## config.mk

```make
export PLATFORM = sky130hd
export DESIGN_NAME = pseudo_rank_midrank_stream_flat
export DESIGN_NICKNAME = d
export VERILOG_FILES = /design/src/prms_pkg.sv /design/src/prms_if.sv /design/src/pseudo_rank_midrank_stream.sv /design/src/flat_wrapper.sv
export SDC_FILE = /design/constraint.sdc
export NUM_CORES = 2
export LEC_CHECK = 0
export ABC_AREA = 0
export BUFFER_PORTS_ARGS = -buffer_cell sky130_fd_sc_hd__buf_2
export CAP_MARGIN = 20
export CORE_ASPECT_RATIO = 0.9
export CORE_UTILIZATION = 60
export CTS_CLUSTER_SIZE = 14
export DETAILED_ROUTE_END_ITERATION = 8
export HOLD_SLACK_MARGIN = 0.06
export PLACE_DENSITY_LB_ADDON = 0.15
export SYNTH_ARGS = -nofsm -noshare
export SYNTH_HDL_FRONTEND = slang
export SYNTH_SLANG_ARGS = --single-unit
```

## constraint.sdc

```tcl
create_clock -name clk_i -period 27.6 [get_ports clk_i]
set_input_delay 2.76 -clock clk_i [delete_from_list [all_inputs] [get_ports clk_i]]
set_output_delay 2.76 -clock clk_i [all_outputs]
set_load 0.05 [all_outputs]
```

## src/prms_pkg.sv

```systemverilog
// ----------------------------------------------------------------------------
// prms_pkg: shared types and constants of the mid pseudo-rank stream
// Field widths of the sample and result channels, the configuration
// register map and the result record.
// ----------------------------------------------------------------------------
package prms_pkg;

  localparam int unsigned VALUE_W  = 32;
  localparam int unsigned LABEL_W  = 3;
  localparam int unsigned RANK_W   = 32;
  localparam int unsigned LENGTH_W = 16;
  localparam int unsigned COUNT_W  = 16;
  localparam int unsigned GCOUNT_W = 3;
  localparam int unsigned CFG_AW   = 3;
  localparam int unsigned CFG_DW   = 16;
  localparam int unsigned NUM_SIZE_REGS = 6;

  // Configuration register indexes
  localparam logic [CFG_AW-1:0] REG_TOTAL_COUNT  = 3'd0;
  localparam logic [CFG_AW-1:0] REG_GROUP_COUNT  = 3'd1;
  localparam logic [CFG_AW-1:0] REG_GROUP_SIZE_0 = 3'd2;
  localparam logic [CFG_AW-1:0] REG_GROUP_SIZE_1 = 3'd3;
  localparam logic [CFG_AW-1:0] REG_GROUP_SIZE_2 = 3'd4;
  localparam logic [CFG_AW-1:0] REG_GROUP_SIZE_3 = 3'd5;
  localparam logic [CFG_AW-1:0] REG_GROUP_SIZE_4 = 3'd6;
  localparam logic [CFG_AW-1:0] REG_GROUP_SIZE_5 = 3'd7;

  localparam logic [RANK_W-1:0] ALL_ONES = '1;

  // One result: the mid pseudo-rank of a closed tie run
  typedef struct packed {
    logic [RANK_W-1:0]   pseudo_rank;
    logic [LENGTH_W-1:0] run_length;
    logic                end_of_stream;
  } result_t;

endpackage

```

## src/prms_if.sv

```systemverilog
// ----------------------------------------------------------------------------
// prms_if: sample and result channels of the mid pseudo-rank stream
// Valid/ready channels; a transfer happens when valid and ready are high.
// ----------------------------------------------------------------------------
interface prms_in_if
  import prms_pkg::*;
();
  logic               valid;
  logic               ready;
  logic [VALUE_W-1:0] sample_value;
  logic [LABEL_W-1:0] group_label;
  logic               last;

  modport source (output valid, sample_value, group_label, last, input ready);
  modport sink   (input valid, sample_value, group_label, last, output ready);
endinterface

interface prms_out_if
  import prms_pkg::*;
();
  logic                valid;
  logic                ready;
  logic [RANK_W-1:0]   pseudo_rank;
  logic [LENGTH_W-1:0] run_length;
  logic                end_of_stream;

  modport source (output valid, pseudo_rank, run_length, end_of_stream, input ready);
  modport sink   (input valid, pseudo_rank, run_length, end_of_stream, output ready);
endinterface

```

## src/pseudo_rank_midrank_stream.sv

```systemverilog
// A result passes the input register and the result queue after the sample that closes its run;
// a sample waits in the input register while the queue lacks room for two results.
// Throughput: one sample per cycle unless stalled; a sample closing two runs pushes two results.
// Group weights come from a bit-serial restoring divider, one quotient bit per cycle.
// After a configuration write the sample input stalls until all group weights are recomputed.
// Reset: registers read 1, weights hold the value for N=G=n=1, no run is open.
// ----------------------------------------------------------------------------
// pseudo_rank_midrank_stream: mid pseudo-ranks of tie runs in a sorted stream
// Accumulates group weights N/(G*n_g) over runs of equal sample values and
// emits prior sum + half run weight + 0.5 for every closed run.
// ----------------------------------------------------------------------------
module pseudo_rank_midrank_stream
  import prms_pkg::*;
#(
  parameter int unsigned MAX_GROUPS    = 6,
  parameter int unsigned MAX_SAMPLES   = 65535,
  parameter int unsigned FRACTION_BITS = 16
) (
  input  logic                 clk_i,
  input  logic                 rst_ni,
  input  logic                 cfg_we_i,
  input  logic [CFG_AW-1:0]    cfg_addr_i,
  input  logic [CFG_DW-1:0]    cfg_wdata_i,
  prms_in_if.sink              in_ch,
  prms_out_if.source           out_ch
);

  localparam int unsigned GIW  = (MAX_GROUPS > 1) ? $clog2(MAX_GROUPS) : 1;
  localparam int unsigned DW   = COUNT_W + FRACTION_BITS;     // dividend width
  localparam int unsigned QW   = (DW > 32) ? DW : 33;         // quotient register width
  localparam int unsigned DVW  = GCOUNT_W + COUNT_W;          // divisor width
  localparam int unsigned RW   = DVW + 1;                     // partial remainder width
  localparam int unsigned CW   = $clog2(DW + 1);
  localparam int unsigned FD   = 4;                           // result queue depth
  localparam int unsigned FPW  = $clog2(FD);
  localparam logic [RANK_W-1:0]   HALF      = RANK_W'(1) << (FRACTION_BITS - 1);
  localparam logic [RANK_W-1:0]   UNIT_W    = RANK_W'(1) << FRACTION_BITS;
  localparam logic [LENGTH_W-1:0] RUN_LIMIT = LENGTH_W'(MAX_SAMPLES);

  typedef enum logic [1:0] {
    W_IDLE,
    W_LOAD,
    W_DIV
  } wstate_e;

  // Saturating 32-bit add
  function automatic logic [RANK_W-1:0] sat_add(input logic [RANK_W-1:0] a,
                                                input logic [RANK_W-1:0] b);
    logic [RANK_W:0] s;
    s = {1'b0, a} + {1'b0, b};
    return s[RANK_W] ? ALL_ONES : s[RANK_W-1:0];
  endfunction

  // Mid pseudo-rank of a run: prior + weight/2 + 0.5, saturated
  function automatic logic [RANK_W-1:0] mid_rank(input logic [RANK_W-1:0] prior,
                                                 input logic [RANK_W-1:0] weight);
    logic [RANK_W+1:0] s;
    s = {2'b00, prior} + {3'b000, weight[RANK_W-1:1]} + {2'b00, HALF};
    return (|s[RANK_W+1:RANK_W]) ? ALL_ONES : s[RANK_W-1:0];
  endfunction

  // --------------------------------------------------------------------------
  // Configuration registers
  // --------------------------------------------------------------------------
  logic [COUNT_W-1:0]  total_count_q;
  logic [GCOUNT_W-1:0] group_count_q;
  logic [COUNT_W-1:0]  group_size_q [NUM_SIZE_REGS];
  logic [CFG_AW-1:0]   size_idx;

  assign size_idx = cfg_addr_i - REG_GROUP_SIZE_0;

  always_ff @(posedge clk_i or negedge rst_ni) begin
    if (!rst_ni) begin
      total_count_q <= COUNT_W'(1);
      group_count_q <= GCOUNT_W'(1);
      for (int i = 0; i < NUM_SIZE_REGS; i++) begin
        group_size_q[i] <= COUNT_W'(1);
      end
    end else if (cfg_we_i) begin
      unique case (cfg_addr_i) inside
        REG_TOTAL_COUNT: total_count_q <= cfg_wdata_i;
        REG_GROUP_COUNT: group_count_q <= cfg_wdata_i[GCOUNT_W-1:0];
        REG_GROUP_SIZE_0, REG_GROUP_SIZE_1, REG_GROUP_SIZE_2,
        REG_GROUP_SIZE_3, REG_GROUP_SIZE_4, REG_GROUP_SIZE_5: begin
          group_size_q[size_idx] <= cfg_wdata_i;
        end
        default: ;
      endcase
    end
  end

  // --------------------------------------------------------------------------
  // Group weight recompute: one group at a time, one quotient bit per cycle
  // --------------------------------------------------------------------------
  wstate_e          wst_q;
  logic [GIW-1:0]   grp_q;
  logic [DVW-1:0]   divisor_q;
  logic [DW-1:0]    dividend_q;
  logic [RW-1:0]    rem_q;
  logic [QW-1:0]    quot_q;
  logic [CW-1:0]    bit_cnt_q;
  logic [RANK_W-1:0] weight_q [MAX_GROUPS];

  logic [RW-1:0]     rem_sh;
  logic              rem_ge;
  logic [RW-1:0]     rem_d;
  logic [QW-1:0]     quot_d;
  logic [RANK_W-1:0] quot_sat;
  logic [RANK_W-1:0] weight_new;

  assign rem_sh     = {rem_q[RW-2:0], dividend_q[DW-1]};
  assign rem_ge     = rem_sh >= {1'b0, divisor_q};
  assign rem_d      = rem_ge ? (rem_sh - {1'b0, divisor_q}) : rem_sh;
  assign quot_d     = {quot_q[QW-2:0], rem_ge};
  assign quot_sat   = (|quot_d[QW-1:RANK_W]) ? ALL_ONES : quot_d[RANK_W-1:0];
  assign weight_new = (divisor_q == '0) ? ALL_ONES : quot_sat;

  always_ff @(posedge clk_i or negedge rst_ni) begin
    if (!rst_ni) begin
      wst_q <= W_IDLE;
      grp_q <= '0;
      for (int i = 0; i < MAX_GROUPS; i++) begin
        weight_q[i] <= UNIT_W;
      end
    end else if (cfg_we_i) begin
      // restart the whole table on any register write
      wst_q <= W_LOAD;
      grp_q <= '0;
    end else begin
      unique case (wst_q)
        W_IDLE: ;
        W_LOAD: begin
          divisor_q  <= DVW'(group_count_q) * DVW'(group_size_q[3'(grp_q)]);
          dividend_q <= {total_count_q, {FRACTION_BITS{1'b0}}};
          rem_q      <= '0;
          quot_q     <= '0;
          bit_cnt_q  <= '0;
          wst_q      <= W_DIV;
        end
        W_DIV: begin
          rem_q      <= rem_d;
          quot_q     <= quot_d;
          dividend_q <= {dividend_q[DW-2:0], 1'b0};
          bit_cnt_q  <= bit_cnt_q + CW'(1);
          if (bit_cnt_q == CW'(DW - 1)) begin
            weight_q[grp_q] <= weight_new;
            if (grp_q == GIW'(MAX_GROUPS - 1)) begin
              wst_q <= W_IDLE;
            end else begin
              grp_q <= grp_q + GIW'(1);
              wst_q <= W_LOAD;
            end
          end
        end
        default: wst_q <= W_IDLE;
      endcase
    end
  end

  // --------------------------------------------------------------------------
  // Input register
  // --------------------------------------------------------------------------
  logic               in_vld_q;
  logic [VALUE_W-1:0] in_val_q;
  logic [LABEL_W-1:0] in_lab_q;
  logic               in_last_q;
  logic               proc_fire;
  logic [FPW:0]       cnt_q;

  assign proc_fire   = in_vld_q && (cnt_q <= (FPW+1)'(FD - 2));
  assign in_ch.ready = (wst_q == W_IDLE) && (!in_vld_q || proc_fire);

  always_ff @(posedge clk_i or negedge rst_ni) begin
    if (!rst_ni) begin
      in_vld_q <= 1'b0;
    end else if (in_ch.ready) begin
      in_vld_q <= in_ch.valid;
    end
  end

  always_ff @(posedge clk_i) begin
    if (in_ch.valid && in_ch.ready) begin
      in_val_q  <= in_ch.sample_value;
      in_lab_q  <= in_ch.group_label;
      in_last_q <= in_ch.last;
    end
  end

  // --------------------------------------------------------------------------
  // Run tracking: close the open run on a new value, add this sample's weight
  // --------------------------------------------------------------------------
  logic [RANK_W-1:0]   prior_sum_q;
  logic [RANK_W-1:0]   run_weight_q;
  logic [LENGTH_W-1:0] run_count_q;
  logic [VALUE_W-1:0]  run_value_q;
  logic                run_open_q;

  logic                run_close;
  logic                label_ok;
  logic [RANK_W-1:0]   sample_w;
  logic [RANK_W-1:0]   prior_next;
  logic [RANK_W-1:0]   rw_base;
  logic [LENGTH_W-1:0] rc_base;
  logic [RANK_W-1:0]   rw_next;
  logic [LENGTH_W-1:0] rc_next;
  result_t             res_closed;
  result_t             res_final;
  result_t             res_a;

  assign run_close = run_open_q && (in_val_q != run_value_q);
  assign label_ok  = (in_lab_q < group_count_q) && (32'(in_lab_q) < MAX_GROUPS);
  assign sample_w  = label_ok ? weight_q[in_lab_q[GIW-1:0]] : '0;

  assign prior_next = run_close ? sat_add(prior_sum_q, run_weight_q) : prior_sum_q;
  assign rw_base    = run_close ? '0 : run_weight_q;
  assign rc_base    = run_close ? '0 : run_count_q;
  assign rw_next    = sat_add(rw_base, sample_w);
  assign rc_next    = (rc_base < RUN_LIMIT) ? (rc_base + LENGTH_W'(1)) : rc_base;

  assign res_closed = '{pseudo_rank:   mid_rank(prior_sum_q, run_weight_q),
                        run_length:    run_count_q,
                        end_of_stream: 1'b0};
  assign res_final  = '{pseudo_rank:   mid_rank(prior_next, rw_next),
                        run_length:    rc_next,
                        end_of_stream: 1'b1};
  assign res_a      = run_close ? res_closed : res_final;

  always_ff @(posedge clk_i or negedge rst_ni) begin
    if (!rst_ni) begin
      prior_sum_q  <= '0;
      run_weight_q <= '0;
      run_count_q  <= '0;
      run_value_q  <= '0;
      run_open_q   <= 1'b0;
    end else if (proc_fire) begin
      if (in_last_q) begin
        // stream ends: drop all run state
        prior_sum_q  <= '0;
        run_weight_q <= '0;
        run_count_q  <= '0;
        run_value_q  <= '0;
        run_open_q   <= 1'b0;
      end else begin
        prior_sum_q  <= prior_next;
        run_weight_q <= rw_next;
        run_count_q  <= rc_next;
        run_value_q  <= in_val_q;
        run_open_q   <= 1'b1;
      end
    end
  end

  // --------------------------------------------------------------------------
  // Result queue: up to two pushes, one pop per cycle
  // --------------------------------------------------------------------------
  result_t        fifo_q [FD];
  logic [FPW-1:0] wptr_q;
  logic [FPW-1:0] rptr_q;
  logic [1:0]     push_n;
  logic           pop;

  assign push_n = proc_fire ? ({1'b0, run_close} + {1'b0, in_last_q}) : 2'd0;
  assign pop    = out_ch.valid && out_ch.ready;

  always_ff @(posedge clk_i or negedge rst_ni) begin
    if (!rst_ni) begin
      wptr_q <= '0;
      rptr_q <= '0;
      cnt_q  <= '0;
    end else begin
      wptr_q <= wptr_q + FPW'(push_n);
      rptr_q <= rptr_q + FPW'(pop);
      cnt_q  <= cnt_q + (FPW+1)'(push_n) - (FPW+1)'(pop);
    end
  end

  always_ff @(posedge clk_i) begin
    if (push_n != 2'd0) begin
      fifo_q[wptr_q] <= res_a;
    end
    if (push_n == 2'd2) begin
      fifo_q[wptr_q + FPW'(1)] <= res_final;
    end
  end

  assign out_ch.valid         = (cnt_q != '0);
  assign out_ch.pseudo_rank   = fifo_q[rptr_q].pseudo_rank;
  assign out_ch.run_length    = fifo_q[rptr_q].run_length;
  assign out_ch.end_of_stream = fifo_q[rptr_q].end_of_stream;

endmodule

```

## src/flat_wrapper.sv

```systemverilog
// flat-port wrapper written by rule: the top's interface ports become plain ports
module pseudo_rank_midrank_stream_flat import prms_pkg::*;
#(
  parameter int unsigned MAX_GROUPS    = 6,
  parameter int unsigned MAX_SAMPLES   = 65535,
  parameter int unsigned FRACTION_BITS = 16
)
  (clk_i, rst_ni, cfg_we_i, cfg_addr_i, cfg_wdata_i, in_ch_valid, in_ch_sample_value, in_ch_group_label, in_ch_last, in_ch_ready, out_ch_valid, out_ch_pseudo_rank, out_ch_run_length, out_ch_end_of_stream, out_ch_ready);
  prms_in_if in_ch_i ();
  prms_out_if out_ch_i ();
  input  logic clk_i;
  input  logic rst_ni;
  input  logic cfg_we_i;
  input  logic [CFG_AW-1:0] cfg_addr_i;
  input  logic [CFG_DW-1:0] cfg_wdata_i;
  input wire logic [$bits(in_ch_i.valid)-1:0] in_ch_valid;
  input wire logic [$bits(in_ch_i.sample_value)-1:0] in_ch_sample_value;
  input wire logic [$bits(in_ch_i.group_label)-1:0] in_ch_group_label;
  input wire logic [$bits(in_ch_i.last)-1:0] in_ch_last;
  output wire logic [$bits(in_ch_i.ready)-1:0] in_ch_ready;
  output wire logic [$bits(out_ch_i.valid)-1:0] out_ch_valid;
  output wire logic [$bits(out_ch_i.pseudo_rank)-1:0] out_ch_pseudo_rank;
  output wire logic [$bits(out_ch_i.run_length)-1:0] out_ch_run_length;
  output wire logic [$bits(out_ch_i.end_of_stream)-1:0] out_ch_end_of_stream;
  input wire logic [$bits(out_ch_i.ready)-1:0] out_ch_ready;
  assign in_ch_i.valid = in_ch_valid;
  assign in_ch_i.sample_value = in_ch_sample_value;
  assign in_ch_i.group_label = in_ch_group_label;
  assign in_ch_i.last = in_ch_last;
  assign in_ch_ready = in_ch_i.ready;
  assign out_ch_valid = out_ch_i.valid;
  assign out_ch_pseudo_rank = out_ch_i.pseudo_rank;
  assign out_ch_run_length = out_ch_i.run_length;
  assign out_ch_end_of_stream = out_ch_i.end_of_stream;
  assign out_ch_i.ready = out_ch_ready;
  pseudo_rank_midrank_stream #(.MAX_GROUPS(MAX_GROUPS), .MAX_SAMPLES(MAX_SAMPLES), .FRACTION_BITS(FRACTION_BITS)) u_core (.clk_i(clk_i), .rst_ni(rst_ni), .cfg_we_i(cfg_we_i), .cfg_addr_i(cfg_addr_i), .cfg_wdata_i(cfg_wdata_i), .in_ch(in_ch_i), .out_ch(out_ch_i));
endmodule
```

== After elaboration in Yosys (flattened, before gate mapping) ==
Memory sizes are Yosys's and may differ from the RTL's.
Index checks and enable logic that the tools add are counted.
Word-level totals
  register bits: 577
  memory bits (writable): 196
  output and inout port bits: 51
  memories kept: 1
Operators by class
  add/subtract/negate cells: 17
  $mul: 1
  magnitude comparators: 10
  eq/ne operators: 16
  mux-type cells: 47
  bitwise logic cells: 4
  reductions and logical operators: 29
Memories
  u_core.fifo_q: depth 4, width 49, rd ports 1, clocked after Yosys merged registers in 0, write ports 2, line pseudo_rank_midrank_stream.sv:256  | result_t fifo_q [FD];
Operators by type and width (count)
  $mux W32: 15
  $bwmux W192: 1
  $pmux W32 S2: 2
  $bmux W32 S3: 1
  $bwmux W96: 1
  $demux W32 S3: 1
  $mux W16: 6
  $add A34 B16 Y34 const B: 2
  $add A32 B31 Y33: 2
  $add A32 B32 Y33: 2
  $mux W49: 1
  $bmux W16 S3: 1
  $demux W16 S3: 1
  $pmux W19 S2: 1
  $ne A32 B32 Y1: 1
  $ge A20 B19 Y1: 1
  $logic_not A19 Y1: 1
  $mul A3 B16 Y19: 1
  $mux W19: 1
  $sub A19 B19 Y19: 1
  $add A16 B1 Y16 const B: 1
  $lt A16 B16 Y1 const B: 1
  $eq A3 B3 Y1 const B: 5
  $ge A4 B4 Y1 const B: 3
  other kinds (38): 71

== Logic depth before layout (Yosys ltp) ==
  word-level depth: 12
  depth in mapped cells: 36
  mapped depth without buffers: 32

== Least setup slack after synthesis ==
No wires, ideal clock.
  path kind: reg2reg
  start point: register u_core.in_lab_q[0]
  end point: memory u_core.fifo_q[0][43] in the netlist's numbering, data pin
  setup time: 176 ps
  arrival time: 9147 ps
  data required time: 27424 ps
  setup slack: 18277 ps
  cell stages (with the launch flop): 33
  path buffers: 5
  period minus slack after synthesis: 9323 ps
  cells stage by stage: edfxtp_1 clkbuf_1 clkbuf_1 mux4_2 mux2i_1 nor2_1 ha_1 fa_1 a21o_1 a21oi_1 nor3_1 or4_1 a31oi_1 o31ai_1 a31o_2 a31o_2 a221oi_1 clkbuf_1 nand2_1 fa_1 a211oi_1 o211ai_1 a211oi_2 or3_1 o31ai_1 a2111o_1 or4b_1 clkbuf_1 or4_4 o21ai_4 buf_4 nor2_1 o32ai_1
RTL lines
  start, declared: line pseudo_rank_midrank_stream.sv:165  | logic [LABEL_W-1:0] in_lab_q;
  start signal, assigned: line pseudo_rank_midrank_stream.sv:184  | in_lab_q <= in_ch.group_label;
  end, declared: line pseudo_rank_midrank_stream.sv:256

==> impl_metrics.ini <==
[global_route]
grt_overflow_total = 0
grt_first_pass_wirelength_mm = 177.6
grt_use_total = 0.3062
grt_pass1_vias = 32070
antenna_found_initial = 4
grt_max_degree = 76

[timing]
rsz0062_at_grt = no
worst_slew_pin_slew_ps = 1076
fin_skew_ps = 28.34
setup_slack_ps = 16210
min_period_ps = 11390
slew_headroom = 0.2829
fin_hold_ws_ps = 473.6
finalCritPeriodShare = 0.4127
tns_ps = 0
final_hold_viol_count = 0
clock.fmax_mhz = 87.80
slew_violations = 0
setup_viol = 0

[setup_path]
critPathArrivalTime_ps = 11820
cp-start-kind = flop
cp_max_fo = 51
cpMaxStageDelayCell = o21ai_4
required_ps = 28030
criticalPathCategory = flop to flop
slowest_delay_ps = 780
crit_path_end_kind = flop

[pwr]
fin_total_pwr_mw = 4.614
combPwrFrac = 0.445
switching_share = 0.4229
ir_drop_mv = 0.05676
seqPwrFrac = 0.322
p_leak_nw = 19.85
powerDensity_nw_per_um2 = 97.99
clockPowerShare = 0.233
p_int_mw = 2.663
p_switching_mw = 1.951

[synthesis]
synth_edf_count = 320
async_flop_share = 0.5720
synth_warnings = 0
ys_seq_area_frac = 0.4776
netlist_area_um2 = 43010
synth_seq_cells = 757
avgSynthCellArea_um2 = 10.38
synth_ff_type = dfrtp_1
synth.distinct_cells = 83
syn_nets = 4406
syn-instance-count = 4144

[die]
rows = 92
die_y_um = 256.0
core_um2 = 70450
die_x_um = 284.2
start_util = 0.6105
num_io_pins = 111
die_area_um2 = 72750

[layout]
drive_above_1_share = 0.1351
final_common_cell = nand2_1
syn_to_final_growth_pct = 9.487
fin_util = 0.6684
layout.nets = 4430
final_cell_mix = nand2_1 (495), dfrtp_1 (417), nor2_1 (331)

[placed_design]
dp_hpwl_mm = 73.51
port_buffers = 110
gp_congestion = 0.9482
place_ws_ps = 16450

[routing]
post_drt_wl_per_cell_um = 21.56
vias = 32940
first_pass_iters = 6
wl_mm = 111.6
viasPerCell = 6.365
detail-route-antenna-nets = 0
drt_iter0_markers = 3198
drc = 0

[clock_network]
post_cts_resized = 0
ctsHoldBuffers = 0
cts_root_buffer = clkbuf_16
cts_tree = yes
h-tree-depth = 3
path_clk_slew_ps = 60
clock_latency_ps = 640
cts_setup_buffers = 0
clkSinkCount = 757
clockBufferDepth = 3
cts_buffers = 80

[outcome]
status = completed

[hold_path]
hold_path.class = flop to flop

[flow_run]
maxCapViolations = 0
cell families after synthesis:
logic type | Yosys count | synth area share
and+or+nand+nor | 1247 | 0.1317
DFF | 757 | 0.4776
buffers and inverters | 352 | 0.03110
adders and majority gates | 202 | 0.06243
AOI/OAI and AO/OA | 1126 | 0.1684
xor gates and xnor gates | 196 | 0.03992
muxes | 264 | 0.08879
stage by stage:
step           std cells  instance area [um2]
5_1_grt             5175                47090
6_report            5175                47090
3_3_place_gp        5023                44420
4_1_cts             5170                47030
2_1_floorplan       4144                43010
3_5_place_dp        5023                44420
state kept, by name (all words and copies together) (netlist names):
name                  flops
u_core.cnt_q              3
u_core.grp_q              3
u_core.group_count_q      3
u_core.fifo_q           196
u_core.total_count_q     16
u_core.quot_q            32
u_core.run_open_q         1
u_core.dividend_q        16
u_core.weight_q         192
u_core.run_count_q       16
u_core.prior_sum_q       32
u_core.run_value_q       32
u_core.rptr_q             2
u_core.run_weight_q      32
u_core.wptr_q             2
u_core.bit_cnt_q          6
u_core.group_size_q      96
u_core.in_lab_q           3
u_core.rem_q             19
u_core.wst_q              2
u_core.divisor_q         19
u_core.in_last_q          1
u_core.in_vld_q           1
u_core.in_val_q          32
cells in the mapped netlist (22+ instances only):
master	count	area, um2
a211oi_1	58	435.4
o21a_1	34	255.2
mux2_2	130	1464
inv_1	127	476.7
a22oi_1	53	397.9
nand2b_1	25	156.4
nor4_1	23	143.9
a21oi_1	186	930.9
nand2_1	502	1884
xnor2_1	103	902.1
clkbuf_1	196	735.7
mux4_2	81	1824
nor3_1	53	265.3
and2_1	81	506.7
nand3b_1	34	255.2
edfxtp_1	320	9609
o211ai_1	29	217.7
xor2_1	93	814.5
nand4_1	26	162.7
o32ai_1	24	210.2
mux2i_1	53	530.5
o22ai_1	126	788.3
o21bai_1	22	165.2
a21o_1	71	533.0
nor2_1	332	1246
a31oi_1	33	206.5
nand3_1	70	350.3
o21ai_0	322	1612
ha_1	181	2265
a22o_1	64	560.5
dfrtp_1	419	10490
area by class of cell:
cell class | count | area, um2
inverter | 128 | 480.5
multi-input combinational | 3035 | 21260
clock buffer | 115 | 2308
tap | 940 | 1176
clock inverter | 32 | 300.3
antenna | 2 | 5.005
timing repair buffer | 166 | 1008
sequential | 757 | 20550
fill | 5508 | 23360
power groups by stage:
stage / clock [mW] / sequential (mW) / combinational, mW
2_1_floorplan: 0 / 1.44 / 1.54
3_3_place_gp: 0 / 1.52 / 1.97
3_5_place_dp: 0 / 1.52 / 1.99
4_1_cts: 1.09 / 1.50 / 2.00
5_1_grt: 1.13 / 1.50 / 2.22
6_report: 1.08 / 1.49 / 2.05
path summary, 6_finish.rpt:
| kind | startpoint | endpoint | slack, ps | cells past startpoint |
|---|---|---|---|---|
| min reg2reg | u_core.fifo_q[3][0] | u_core.fifo_q[3][0] | 470 | 2 |
| max | u_core.in_val_q[28] | u_core.fifo_q[1][45] | 16210 | 32 |
| max reg2reg | u_core.in_val_q[28] | u_core.fifo_q[1][45] | 16210 | 32 |
| max in group asynchronous | rst_ni | u_core.rptr_q[0] | 22800 | 4 |
| min | u_core.fifo_q[3][0] | u_core.fifo_q[3][0] | 470 | 2 |
| min in group asynchronous | rst_ni | u_core.weight_q[51] | 2060 | 1 |
worst max-delay path, delay by kind of cell (launching register included):
kind	cells	cell delay, ps
buffers and inverters	3	1350
AO/OA/AOI/OAI	15	4830
AND/OR/NAND/NOR	10	3340
flip-flops	1	420
XOR/XNOR	1	160
adder cells (fa/ha/maj)	3	970
per-layer routing:
metal	GRT usage	vias to the layer above	routed length, um
met1	0.4459	16150	49620
met4	0.09677	4	2914
met2	0.4721	1294	50640
met5	0	-	18
met3	0.04875	188	8367
li1	-	15300	-
(Power assumes the default switching activity.)
